==> config.mk <==
export PLATFORM = sky130hd
export DESIGN_NAME = double_ended_queue
export DESIGN_NICKNAME = d
export VERILOG_FILES = /design/src/deq_pkg.sv /design/src/deq_ram.sv /design/src/double_ended_queue.sv
export SDC_FILE = /design/constraint.sdc
export NUM_CORES = 1
export LEC_CHECK = 0
export ABC_AREA = 1
export ABC_CLOCK_PERIOD_IN_PS = 13900
export CAP_MARGIN = 0
export CORE_ASPECT_RATIO = 0.7
export CORE_MARGIN = 2
export CORE_UTILIZATION = 35
export DETAILED_ROUTE_END_ITERATION = 7
export DONT_BUFFER_PORTS = 1
export PLACE_DENSITY = 0.46
export RECOVER_POWER = 25
export SLEW_MARGIN = 20
export SYNTH_ARGS = -nofsm -noshare
export SYNTH_HDL_FRONTEND = slang
export SYNTH_HIERARCHICAL = 1
export SYNTH_SLANG_ARGS = --single-unit
==> constraint.sdc <==
create_clock -name clk -period 13.9 [get_ports clk]
set_input_delay 1.39 -clock clk [delete_from_list [all_inputs] [get_ports clk]]
set_output_delay 1.39 -clock clk [all_outputs]
set_load 0.005 [all_outputs]
==> src/deq_pkg.sv <==
package deq_pkg;

  // Operation codes carried on the kind field.
  localparam logic KIND_PUSH = 1'b0;
  localparam logic KIND_POP  = 1'b1;

  // Result status codes.
  localparam logic [1:0] ST_OK    = 2'd0;
  localparam logic [1:0] ST_EMPTY = 2'd1;
  localparam logic [1:0] ST_FULL  = 2'd2;

  // Word shown at both ends while the queue holds nothing.
  localparam logic signed [31:0] NEG_ONE = 32'shFFFF_FFFF;

endpackage

==> src/deq_ram.sv <==
module deq_ram #(
  parameter int WIDTH = 32,
  parameter int DEPTH = 16
) (
  input  logic                     clk,
  input  logic                     wr_en,
  input  logic [$clog2(DEPTH)-1:0] wr_addr,
  input  logic [WIDTH-1:0]         wr_data,
  input  logic                     rd_en,
  input  logic [$clog2(DEPTH)-1:0] rd_addr,
  output logic [WIDTH-1:0]         rd_data
);

  logic [WIDTH-1:0] mem [DEPTH];

  // One write port and one registered read port.
  always_ff @(posedge clk) begin
    if (wr_en) begin
      mem[wr_addr] <= wr_data;
    end
    if (rd_en) begin
      rd_data <= mem[rd_addr];
    end
  end

endmodule

==> src/double_ended_queue.sv <==
// Channel | Direction | Handshake          | Payload
// input   | in        | in_valid/in_stall  | kind, at_front, push_value
// output  | out       | out_valid/out_stall | status, front_value, rear_value, entry_count
//
// A push, a refused operation or a pop that empties the queue is answered from cached
// end words; a pop that leaves entries behind waits in the read state for the new
// end word from the slot RAM. Reset clears the head index, the occupancy and the
// output valid; the slot RAM is not cleared, as only occupied slots are ever read.
// A new transfer is taken while a result waits only if that result leaves in the
// same cycle; a stalled output holds the input side, as does the read cycle of a pop.
module double_ended_queue
  import deq_pkg::*;
#(
  parameter int DEPTH = 16
) (
  input  logic                             clk,
  input  logic                             rst,
  input  logic                             in_valid,
  output logic                             in_stall,
  input  logic                             kind,
  input  logic                             at_front,
  input  logic signed [31:0]               push_value,
  output logic                             out_valid,
  input  logic                             out_stall,
  output logic [1:0]                       status,
  output logic signed [31:0]               front_value,
  output logic signed [31:0]               rear_value,
  output logic [$clog2(DEPTH+1)-1:0]       entry_count
);

  localparam int IW = $clog2(DEPTH);
  localparam int CW = $clog2(DEPTH + 1);
  localparam logic [CW:0]   DEPTH_S = (CW+1)'(DEPTH);
  localparam logic [CW-1:0] FULL_C  = CW'(DEPTH);
  localparam logic [IW-1:0] LAST_I  = IW'(DEPTH - 1);

  typedef enum logic {S_IDLE, S_READ} state_t;

  state_t             state;
  logic [IW-1:0]      head;
  logic [CW-1:0]      occ;
  logic signed [31:0] front_q;
  logic signed [31:0] rear_q;
  logic               pend_front;

  logic               acc;
  logic               is_empty;
  logic               is_full;
  logic [IW-1:0]      head_dec;
  logic [IW-1:0]      head_inc;
  logic [IW-1:0]      tail_wr_addr;
  logic [IW-1:0]      tail_rd_addr;
  logic [IW-1:0]      head_next;
  logic [CW-1:0]      occ_next;
  logic signed [31:0] front_next;
  logic signed [31:0] rear_next;
  logic [1:0]         status_next;
  logic               go_read;
  logic               out_valid_next;
  logic               wr_en;
  logic [IW-1:0]      wr_addr;
  logic               rd_en;
  logic [IW-1:0]      rd_addr;
  logic [31:0]        rd_data;

  // Sum of an index and an offset below twice the depth, folded into the ring.
  function automatic logic [IW-1:0] wrap_idx(input logic [CW:0] s);
    logic [CW:0] r;
    begin
      r = (s >= DEPTH_S) ? (s - DEPTH_S) : s;
      return r[IW-1:0];
    end
  endfunction

  assign acc      = in_valid && !in_stall;
  assign in_stall = (state != S_IDLE) || (out_valid && out_stall);
  assign is_empty = (occ == '0);
  assign is_full  = (occ == FULL_C);

  // Ring index arithmetic for both ends.
  always_comb begin
    head_dec     = (head == '0) ? LAST_I : head - IW'(1);
    head_inc     = (head == LAST_I) ? '0 : head + IW'(1);
    tail_wr_addr = wrap_idx((CW+1)'(head) + (CW+1)'(occ));
    tail_rd_addr = wrap_idx((CW+1)'(head) + (CW+1)'(occ) - (CW+1)'(2));
  end

  // Decode the operation into new pointers, cached end words and RAM accesses.
  always_comb begin
    head_next   = head;
    occ_next    = occ;
    front_next  = front_q;
    rear_next   = rear_q;
    status_next = ST_OK;
    go_read     = 1'b0;
    wr_en       = 1'b0;
    wr_addr     = tail_wr_addr;
    rd_en       = 1'b0;
    rd_addr     = tail_rd_addr;
    if (kind == KIND_PUSH) begin
      if (is_full) begin
        status_next = ST_FULL;
      end else begin
        wr_en    = acc;
        occ_next = occ + CW'(1);
        if (at_front) begin
          head_next  = head_dec;
          wr_addr    = head_dec;
          front_next = push_value;
          if (is_empty) begin
            rear_next = push_value;
          end
        end else begin
          rear_next = push_value;
          if (is_empty) begin
            front_next = push_value;
          end
        end
      end
    end else begin
      if (is_empty) begin
        status_next = ST_EMPTY;
      end else begin
        occ_next = occ - CW'(1);
        if (occ != CW'(1)) begin
          go_read = 1'b1;
          rd_en   = acc;
          if (at_front) begin
            head_next = head_inc;
            rd_addr   = head_inc;
          end
        end
      end
    end
  end

  // The result is held while stalled and raised by an operation that needs no read or a finished read.
  always_comb begin
    out_valid_next = out_valid && out_stall;
    if (state == S_READ) begin
      out_valid_next = 1'b1;
    end else if (acc && !go_read) begin
      out_valid_next = 1'b1;
    end
  end

  deq_ram #(
    .WIDTH (32),
    .DEPTH (DEPTH)
  ) u_slots (
    .clk     (clk),
    .wr_en   (wr_en),
    .wr_addr (wr_addr),
    .wr_data (push_value),
    .rd_en   (rd_en),
    .rd_addr (rd_addr),
    .rd_data (rd_data)
  );

  // Sequencer, queue pointers, cached end words and the output register.
  always_ff @(posedge clk) begin
    if (rst) begin
      state     <= S_IDLE;
      out_valid <= 1'b0;
      head      <= '0;
      occ       <= '0;
    end else begin
      out_valid <= out_valid_next;
      unique case (state)
        S_IDLE: begin
          if (acc) begin
            head       <= head_next;
            occ        <= occ_next;
            front_q    <= front_next;
            rear_q     <= rear_next;
            pend_front <= at_front;
            if (go_read) begin
              state <= S_READ;
            end else begin
              status      <= status_next;
              entry_count <= occ_next;
              front_value <= (occ_next == '0) ? NEG_ONE : front_next;
              rear_value  <= (occ_next == '0) ? NEG_ONE : rear_next;
            end
          end
        end
        S_READ: begin
          state       <= S_IDLE;
          status      <= ST_OK;
          entry_count <= occ;
          if (pend_front) begin
            front_q     <= rd_data;
            front_value <= rd_data;
            rear_value  <= rear_q;
          end else begin
            rear_q      <= rd_data;
            front_value <= front_q;
            rear_value  <= rd_data;
          end
        end
        default: begin
          state <= S_IDLE;
        end
      endcase
    end
  end

  // The occupancy never passes the ring size.
  assert property (@(posedge clk) disable iff (rst) occ <= FULL_C)
    else $error("occupancy above depth");

  // An empty result shows the empty marker at both ends.
  assert property (@(posedge clk) disable iff (rst)
    (out_valid && entry_count == '0) |-> (front_value == NEG_ONE && rear_value == NEG_ONE))
    else $error("empty result without marker values");

  // A refused push is reported only with a full queue.
  assert property (@(posedge clk) disable iff (rst)
    (out_valid && status == ST_FULL) |-> (entry_count == FULL_C))
    else $error("full status with free slots");

  // A taken transfer that needs a read enters the read wait straight after, with no result valid.
  assert property (@(posedge clk) disable iff (rst)
    (state == S_IDLE && acc && go_read) |=> (state == S_READ && !out_valid))
    else $error("pop read sequencing broken");

endmodule

==> impl_metrics.json, run 1 <==
{
  "fmax_mhz": 209,
  "place_area_um2": 32300,
  "vias": 20900,
  "critical_path_class": "reg2reg",
  "rsz0062_at_grt": "no",
  "fin_tns_setup_ns": 0,
  "cp-startpoint": "occ[1]",
  "vdd_drop_max_mv": 0.109,
  "rows": 91,
  "slew_viol_final": 0,
  "p_sw_mw": 1.84,
  "power_frac_seq_pct": 44.2,
  "maxSlewHeadroom_pct": 31.1,
  "top_level_ports": 111,
  "crit_required_ns": 14.27,
  "yosysWarnings": 6,
  "end_kind": "flip-flop",
  "ctsHoldBuffers": 0,
  "antenna_cells": 0,
  "layout_commonest_cell": "nand2_1",
  "post_cts_buffers": 0,
  "p_leak_nw": 14.6,
  "clk_pin_slew_ns": 0.06,
  "antenna_found_initial": 0,
  "wl_per_cell_um": 20.0,
  "ant_nets": 0,
  "place_congestion": 0.788,
  "drive_above_1_share_pct": 6.39,
  "layout_common_cells": "nand2_1 (1016), edfxtp_1 (680), nand3_1 (534)",
  "wirelength_um": 85700,
  "cp-start-kind": "flip-flop",
  "fin_area_um2": 34400,
  "grt_max_degree": 102,
  "hpwl_um": 47900,
  "power_mw": 5.68,
  "clock_power_share_pct": 32.3,
  "portBuffers": 0,
  "grt_first_pass_wirelength_um": 129000,
  "intPower_mw": 3.84,
  "swShare_pct": 32.4,
  "ys_seq_area_share_pct": 66.2,
  "routed_via_density": 4.89,
  "netlist_instances": 3103,
  "fin_crit_sh_pct": 34.4,
  "initial_utilization_pct": 35.4,
  "cts_root_buf": "clkbuf_16",
  "syn-cell-area_um2": 31200,
  "firstDrtPassIters": 5,
  "cts_num_sinks": 691,
  "outcome": "completed",
  "grt_pass1_vias": 20400,
  "worstPathArrival_ns": 5.15,
  "p_comb_share_pct": 23.4,
  "die_area_um2": 91600,
  "r2r_start": "occ[1]",
  "syn_area_per_cell_um2": 10.1,
  "synth_nets": 3153,
  "die_w_um": 361,
  "synth_cell_types": 35,
  "clock_path_buffers": 3,
  "min_from": "out_valid",
  "cp_max_fo": 81,
  "post_cts_resized": 0,
  "clock_latency_ns": 0.64,
  "core_area_um2": 88200,
  "hold_violations": 0,
  "die_y_um": 254,
  "cts_tree": "done",
  "worstMarginPinSlew_ns": 1.03,
  "drcViolationCount": 0,
  "hold_class": "reg2reg",
  "maxCapViolations": 0,
  "track_usage_pct": 18.8,
  "fin_crit_ns": 4.78,
  "num-nets-final": 3107,
  "n_fill_cell": 8513,
  "synth_seq_cells": 691,
  "cts_made_buffers": 70,
  "clock_skew_ns": 0.0218,
  "power_density_nw_per_um2": 165,
  "drt_iter0_markers": 1703,
  "h-tree-depth": 3,
  "fin_util_pct": 39.0,
  "setup_violations": 0,
  "syn_to_final_growth_pct": 10.4,
  "grt_overflow": 0
}
-- power groups by stage --
| stage | combinational (mW) | sequential (mW) | clock, mW |
|---|---|---|---|
| final | 1.33 | 2.51 | 1.84 |
| after global routing | 1.49 | 2.52 | 1.97 |
| after CTS | 1.35 | 2.51 | 1.89 |
| after detailed placement | 1.34 | 2.56 | 0 |
| after global placement | 1.33 | 2.56 | 0 |
| after floorplan | 0.960 | 2.53 | 0 |
-- metal layers --
metal	track usage (%)	up-vias	part of all wire [%]
li1	-	9994	-
met1	26.4	10300	47
met2	30.4	534	47
met3	3.22	100	5.2
met4	4.23	0	1.6
met5	0	-	0
-- through the flow --
stage,setup WS (ns),hold WS (ns),cells
floorplan,8.13,0.502,3103
CTS,9.15,0.539,4274
global route,8.78,0.569,4274
global placement,9.03,0.526,4140
finish,9.12,0.532,4274
detailed placement,9.01,0.526,4147
-- area by class of cell --
| class | instances | area, um^2 | area share (%) |
|---|---|---|---|
| clock buffers | 83 | 1820 | 5.29 |
| clock inverters | 44 | 342 | 0.992 |
| inverters | 517 | 1950 | 5.67 |
| multi-input cells | 1734 | 7800 | 22.7 |
| flip-flops and latches | 691 | 20600 | 59.9 |
| well taps | 1162 | 1450 | 4.22 |
| repair buffers | 43 | 425 | 1.24 |
-- path summary, 6_finish.rpt --
kind	end	slack, ns	cells past startpoint
max	u_slots/rd_data[16]	9.12	12
min	out_valid	0.53	2
max reg2reg	u_slots/rd_data[16]	9.12	12
min reg2reg	out_valid	0.53	2
-- logic make-up after synthesis --
| family | after synthesis | share of synthesized area, % |
|---|---|---|
| AOI/OAI and AO/OA | 99 | 1.62 |
| and+or+nand+nor | 1617 | 22.1 |
| buffers and inverters | 678 | 9.42 |
| DFF | 691 | 66.2 |
| xor gates and xnor gates | 6 | 0.168 |
| adders and majority gates | 12 | 0.505 |
-- state kept, by name, indices dropped and copies added, names as in the netlist, 2 cells and up --
signal / flops
entry_count: 5
front_q: 32
front_value: 32
head: 4
occ: 5
rear_q: 32
rear_value: 32
status: 2
u_slots/mem: 512
u_slots/rd_data: 32
-- critical path, stage by stage, from the launching register on --
cell,delay [ns]
dfxtp_1,0.54
inv_1,0.24
ha_1,0.30
nand3_4,0.16
nand4_1,0.23
o21ai_4,0.75
buf_4,0.71
buf_4,0.85
nand2_1,0.13
nand3_1,0.12
nand3_1,0.09
nand3_1,0.21
nand2_1,0.08
-- synthesized netlist by cell type (all sizes together) --
cell type,count,area share (%)
xnor2,2,0.056
o21a,1,0.024
o21ai,52,0.83
xor2,4,0.11
nand3,538,8.7
o211ai,3,0.072
nand3b,3,0.072
fa,1,0.064
edfxtp,680,65
buf,125,2.8
inv,516,6.2
clkbuf,36,0.43
dfxtp,11,0.71
nor2,32,0.51
ha,11,0.44
a31oi,1,0.020
clkinv,1,0.016
nor3,4,0.064
nand2,1036,13
a21oi,42,0.67
nand4,4,0.080
(Power assumes the default switching activity.)
==> run 2: changes to the inputs <==
--- a/config.mk
+++ b/config.mk
@@ -5,15 +5,15 @@
 export SDC_FILE = /design/constraint.sdc
 export NUM_CORES = 1
 export LEC_CHECK = 0
-export ABC_AREA = 1
-export ABC_CLOCK_PERIOD_IN_PS = 13900
+export ABC_AREA = 0
+export ABC_CLOCK_PERIOD_IN_PS = 4300
 export CAP_MARGIN = 0
 export CORE_ASPECT_RATIO = 0.7
 export CORE_MARGIN = 2
 export CORE_UTILIZATION = 35
 export DETAILED_ROUTE_END_ITERATION = 7
 export DONT_BUFFER_PORTS = 1
-export PLACE_DENSITY = 0.46
+export PLACE_DENSITY = 0.48
 export RECOVER_POWER = 25
 export SLEW_MARGIN = 20
 export SYNTH_ARGS = -nofsm -noshare
==> constraint.sdc (replaced) <==
create_clock -name clk -period 4.3 [get_ports clk]
set_input_delay 0.43 -clock clk [delete_from_list [all_inputs] [get_ports clk]]
set_output_delay 0.43 -clock clk [all_outputs]
set_load 0.005 [all_outputs]
==> run 2 against run 1 <==
Effect of this change: wire length shrank 13%; area after synthesis shrank 9.3%; combinational power grew to 2.6 times the previous value; global-route usage shrank 0.89 points; clock power grew to 3.0 times the previous value; die area shrank 9.2%; setup slack lost 8.6 ns; maximum frequency grew 27%.
==> impl_metrics.json, run 2 <==
{
  "outcome": "completed",
  "fmax_mhz": 266,
  "synthArstFlopShare_pct": 0,
  "syn_to_final_growth_pct": 14.6,
  "cts_made_buffers": 66,
  "initial_utilization_pct": 35.3,
  "top_level_ports": 111,
  "track_usage_pct": 17.9,
  "r2r_slack_ns": 0.53,
  "rr_endpoint": "u_slots/mem[8][15]",
  "synth_nets": 1619,
  "clock_latency_ns": 0.63,
  "fin_ws_ns": 0.534,
  "slew_viol_final": 0,
  "grt_overflow": 0,
  "cts_num_sinks": 691,
  "synth_seq_cells": 691,
  "die_area_um2": 83100,
  "route.met2.wl_um": 35000,
  "netlist_instances": 1569,
  "crit_required_ns": 4.54,
  "p_leak_nw": 10.5,
  "layout_common_cells": "edfxtp_1 (680), mux4_2 (128), a22oi_1 (96)",
  "reg2reg_depth": 10,
  "hold_violations": 0,
  "vias": 15100,
  "ant_nets": 0,
  "grt_first_pass_wirelength_um": 108000,
  "synth_ff_type": "edfxtp_1",
  "wl_per_cell_um": 27.1,
  "synth_common_cells": "edfxtp_1 (680), mux4_2 (128), a22oi_1 (96)",
  "worstMarginPinSlew_ns": 0.993,
  "die_y_um": 242,
  "place_ws_ns": 0.617,
  "fin_crit_sh_pct": 87.6,
  "post_cts_buffers": 0,
  "clock_skew_ns": 0.0259,
  "cp_max_fo": 27,
  "drive_above_1_share_pct": 18.6,
  "layoutNonFillerInstCount": 2736,
  "dp_cells": 2583,
  "yosysWarnings": 6,
  "ys_top_cells_by_area": "edfxtp_1 (72%), mux4_2 (10%), a22oi_1 (2.5%)",
  "synth_edf_count": 680,
  "post_cts_resized": 0,
  "hpwl_um": 41000,
  "fin_tns_setup_ns": 0,
  "routed_via_density": 5.51,
  "place_congestion": 0.761,
  "worstPathArrival_ns": 4.01,
  "power_mw": 17.2,
  "ctsHoldBuffers": 36,
  "die_w_um": 344,
  "largest_register": "u_slots/mem",
  "power_density_nw_per_um2": 531,
  "yosys.area.top_type_share_pct": 72.2,
  "crit_chain": "inv_1, ha_1, nor3b_1, a21oi_1, nand2_1, nor2_1, a21oi_1, nand3b_1, nor3_2, buf_4",
  "wl_met3_um": 3360,
  "synth.most_common_cell": "edfxtp_1",
  "cp-endpoint": "u_slots/mem[8][15]",
  "highest_layer": "met4",
  "synth_cell_types": 55,
  "r2r_start": "occ[0]",
  "ys_seq_area_share_pct": 73.0,
  "syn_area_per_cell_um2": 18.0,
  "worst_path_max_delay_cell": "buf_4",
  "cp-start-kind": "flip-flop",
  "grt_pass1_vias": 15200,
  "drcViolationCount": 0,
  "cp-startpoint": "occ[0]",
  "maxCapViolations": 0,
  "crit_top_cell": "a21oi_1",
  "vdd_drop_max_mv": 0.428,
  "setup_violations": 0,
  "maxSlewHeadroom_pct": 33.8,
  "end_kind": "flip-flop",
  "drt_iter0_markers": 1325,
  "firstDrtPassIters": 5,
  "hold_class": "in2reg",
  "layout_commonest_cell": "edfxtp_1",
  "antenna_found_initial": 2,
  "clk_pin_slew_ns": 0.06,
  "largest_reg_flops": 512,
  "wl_met1_um": 34600,
  "rows": 87,
  "rsz0062_at_grt": "no",
  "syn-cell-area_um2": 28300,
  "portBuffers": 0,
  "fin_crit_ns": 3.77,
  "cts_tree": "done",
  "grt_max_degree": 89,
  "cp_slowest_stage_delay_ns": 0.59,
  "clock_path_buffers": 3,
  "hold_slack_ns": 0.0718,
  "cts_root_buf": "clkbuf_16",
  "wirelength_um": 74100,
  "n_fill_cell": 7137,
  "synth_top_area_cell": "edfxtp_1",
  "core_area_um2": 80200,
  "critical_path_class": "reg2reg",
  "h-tree-depth": 3,
  "num-nets-final": 1669
}
run 2: power by group:
part	switching, mW	internal (mW)	leakage (nW)	total, mW
clock	2.55	3.05	0.977	5.60
sequential	0.196	7.93	6.26	8.12
combinational	2.06	1.41	3.29	3.47
total	4.81	12.4	10.5	17.2
run 2: worst max-delay path, delay by kind of cell, from the launching register on:
family / cells / cell delay (ns)
and+or+nand+nor: 5 / 1.36
adders and majority gates: 1 / 0.38
AOI/OAI and AO/OA: 2 / 0.42
DFF: 1 / 0.41
buffers and inverters: 2 / 0.77
run 2: cell families (layout without fill, tap and decap cells):
| group | Yosys count | after routing | share of synthesized area (%) |
|---|---|---|---|
| buf+inv | 123 | 219 | 1.88 |
| other cells | 0 | 3 | 0 |
| xor+xnor | 9 | 9 | 0.279 |
| fa+ha+maj | 12 | 12 | 0.557 |
| simple gates | 247 | 247 | 4.26 |
| flops | 691 | 691 | 73.0 |
| mux | 196 | 196 | 12.6 |
| compound gates | 291 | 291 | 7.43 |
run 2: final cells by class:
class	instances	area [um^2]	area share, %
diodes	3	7.51	0.0232
clock inverters	31	240	0.742
flip-flops and latches	691	20600	63.7
repair buffers	93	1050	3.24
well taps	1068	1340	4.12
inverters	12	45.0	0.139
clock buffers	83	1770	5.46
multi-input cells	755	7310	22.6
run 2: through the flow:
step,instance area (um^2),utilization (%)
after floorplan,28300,-
after global placement,30000,37.4
after detailed placement,30000,37.4
after CTS,32400,40.4
after global routing,32400,40.4
final,32400,40.4
run 2: how the worst min path moves through the flow:
stage               slack [ns]  start  depth (start not counted)             to
global route              0.06    rst                          1  rear_value[2]
detailed placement        0.50    rst                          1          state
finish                    0.07   kind                          3        head[2]
CTS                       0.03   kind                          3        head[2]
floorplan                 0.51    rst                          1          state
global placement          0.50    rst                          1         occ[0]
run 2: metal layers:
layer  vias up  global-route usage (%)
met1      8090                    26.3
met4         0                    3.38
met3        88                    3.16
met2       375                    28.0
li1       6529                       -
met5         -                       0
==> run 3: changes to the inputs <==
--- a/config.mk
+++ b/config.mk
@@ -15,6 +15,7 @@
 export DONT_BUFFER_PORTS = 1
 export PLACE_DENSITY = 0.48
 export RECOVER_POWER = 25
+export REMOVE_ABC_BUFFERS = 1
 export SLEW_MARGIN = 20
 export SYNTH_ARGS = -nofsm -noshare
 export SYNTH_HDL_FRONTEND = slang
==> run 3 against run 2 <==
Effect of this change: highest routed layer is now met5; critical path depth stayed put; non-clock buffer count is 8 higher; largest cell class unchanged; via count is 0.14% lower; combinational power is 5% higher; clock skew is 0.010 ns lower; critical path type unchanged; clock power is 12% higher; flip-flop and latch count stayed put.
==> impl_metrics.json, run 3 (synthesis gave the netlist of run 2 again) <==
{
  "outcome": "completed",
  "crit_chain": "inv_1, ha_1, nor3b_1, buf_4, a21oi_1, nand2_1, o21ai_0, nand2_1, nor2_4, buf_4",
  "grt_pass1_vias": 15400,
  "antenna_found_initial": 2,
  "place_area_um2": 30100,
  "clk_pin_slew_ns": 0.06,
  "cp_max_fo": 19,
  "slew_viol_final": 0,
  "largest_register": "u_slots/mem",
  "grt_overflow": 0,
  "die_y_um": 242,
  "layout_commonest_cell": "edfxtp_1",
  "die_w_um": 344,
  "cts_num_sinks": 691,
  "fin_area_um2": 32800,
  "end_kind": "flip-flop",
  "worstMarginPinSlew_ns": 1.04,
  "ant_nets": 0,
  "top_level_ports": 111,
  "fmax_mhz": 252,
  "rows": 87,
  "setup_violations": 0,
  "grt_first_pass_wirelength_um": 111000,
  "worst_path_max_delay_cell": "o21ai_0",
  "crit_required_ns": 4.56,
  "drcViolationCount": 0,
  "clock_power_share_pct": 34.7,
  "r2r_slack_ns": 0.33,
  "clock_latency_ns": 0.61,
  "worstPathArrival_ns": 4.22,
  "p_sw_mw": 4.98,
  "r2r_start": "occ[0]",
  "p_leak_nw": 10.7,
  "maxSlewHeadroom_pct": 30.4,
  "cts_made_buffers": 72,
  "swShare_pct": 27.7,
  "min_from": "rst",
  "clock_skew_ns": 0.0159,
  "track_usage_pct": 18.7,
  "rr_endpoint": "u_slots/mem[11][27]",
  "wl_per_cell_um": 28.0,
  "layout_common_cells": "edfxtp_1 (680), mux4_2 (128), a22oi_1 (96)",
  "firstDrtPassIters": 5,
  "h-tree-depth": 3,
  "power_frac_seq_pct": 45.0,
  "grt_max_degree": 91,
  "hold_violations": 0,
  "p_comb_share_pct": 20.3,
  "routed_via_density": 5.47,
  "largest_reg_flops": 512,
  "hold_class": "in2reg",
  "fin_crit_sh_pct": 92.3,
  "min_path_cells": 1,
  "reg2reg_depth": 10,
  "critical_path_class": "reg2reg",
  "cp-start-kind": "flip-flop",
  "cts_root_buf": "clkbuf_16",
  "wirelength_um": 77000,
  "clock_path_buffers": 3,
  "syn_to_final_growth_pct": 16.0,
  "cts_tree": "done",
  "vias": 15100,
  "power_mw": 18.0,
  "n_fill_cell": 7069,
  "min_to": "entry_count[0]",
  "drive_above_1_share_pct": 19.7,
  "place_congestion": 0.754,
  "drt_iter0_markers": 1402,
  "cp_slowest_stage_delay_ns": 0.73,
  "hpwl_um": 41300,
  "maxCapViolations": 0,
  "die_area_um2": 83100,
  "initial_utilization_pct": 35.3,
  "fin_crit_ns": 3.97,
  "portBuffers": 0,
  "core_area_um2": 80200,
  "power_density_nw_per_um2": 548,
  "rsz0062_at_grt": "no",
  "vdd_drop_max_mv": 0.376,
  "intPower_mw": 13.0,
  "num-nets-final": 1683
}
-- run 3: metrics by stage --
step / hold WS [ns] / setup WS, ns / utilization [%] / setup TNS, ns / std cells
floorplan: 0.499 / -4.58 / - / -503.47 / 1458
global placement: 0.503 / 0.469 / 37.5 / 0 / 2591
detailed placement: 0.502 / 0.411 / 37.5 / 0 / 2591
CTS: 0.0416 / 0.368 / 40.9 / 0 / 2749
global route: 0.0674 / 0.0261 / 40.9 / 0 / 2749
finish: 0.0767 / 0.333 / 40.9 / 0 / 2751
-- run 3: how the worst max path moves through the flow --
stage          slack, ns  cells past startpoint             endpoint    from
6_report            0.33                     10  u_slots/mem[11][27]  occ[0]
5_1_grt             0.03                     10  u_slots/mem[10][18]  occ[0]
4_1_cts             0.37                     10  u_slots/mem[11][17]  occ[0]
3_5_place_dp        0.41                     10   u_slots/mem[11][5]  occ[0]
3_3_place_gp        0.47                     10   u_slots/mem[11][1]  occ[0]
2_1_floorplan      -4.58                     10   u_slots/rd_data[0]  occ[0]
-- run 3: area by class of cell --
type,instances,area (um^2),area share [%]
inverter,12,45.0,0.137
antenna,2,5.00,0.0153
clock inverter,35,382,1.16
tap,1068,1340,4.07
sequential,691,20600,62.9
multi-input combinational,755,7300,22.3
timing repair buffer,101,1150,3.50
clock buffer,87,1940,5.92
-- run 3: metal layers --
metal / share of wire [%] / track usage (%)
met3: 5.2 / 3.36
met2: 46 / 28.4
met5: 0.017 / 0
met4: 2.2 / 5.21
met1: 47 / 27.5
-- run 3: power groups by stage --
stage                     Combinational, mW  Sequential (mW)  Clock (mW)
after CTS                              3.69             8.08        6.41
after global placement                 3.57             8.22           0
after detailed placement               3.59             8.23           0
after global routing                   3.95             8.11        6.66
after floorplan                        2.49             8.21           0
final                                  3.65             8.08        6.25
-- run 3: what timing repair did --
| item | 4_1_cts | 5_1_grt |
|---|---|---|
| resized for setup | 0 | 0 |
| endpoints found under the hold margin | 525 | 0 |
| setup buffers | 0 | 0 |
| hold buffers | 36 | 0 |
-- run 3: critical path, delay by kind of cell, from the launching register on --
family	cells	cell delay [ns]
fa+ha+maj	1	0.35
simple gates	4	1.03
buf+inv	3	0.72
flops	1	0.54
compound gates	2	0.93
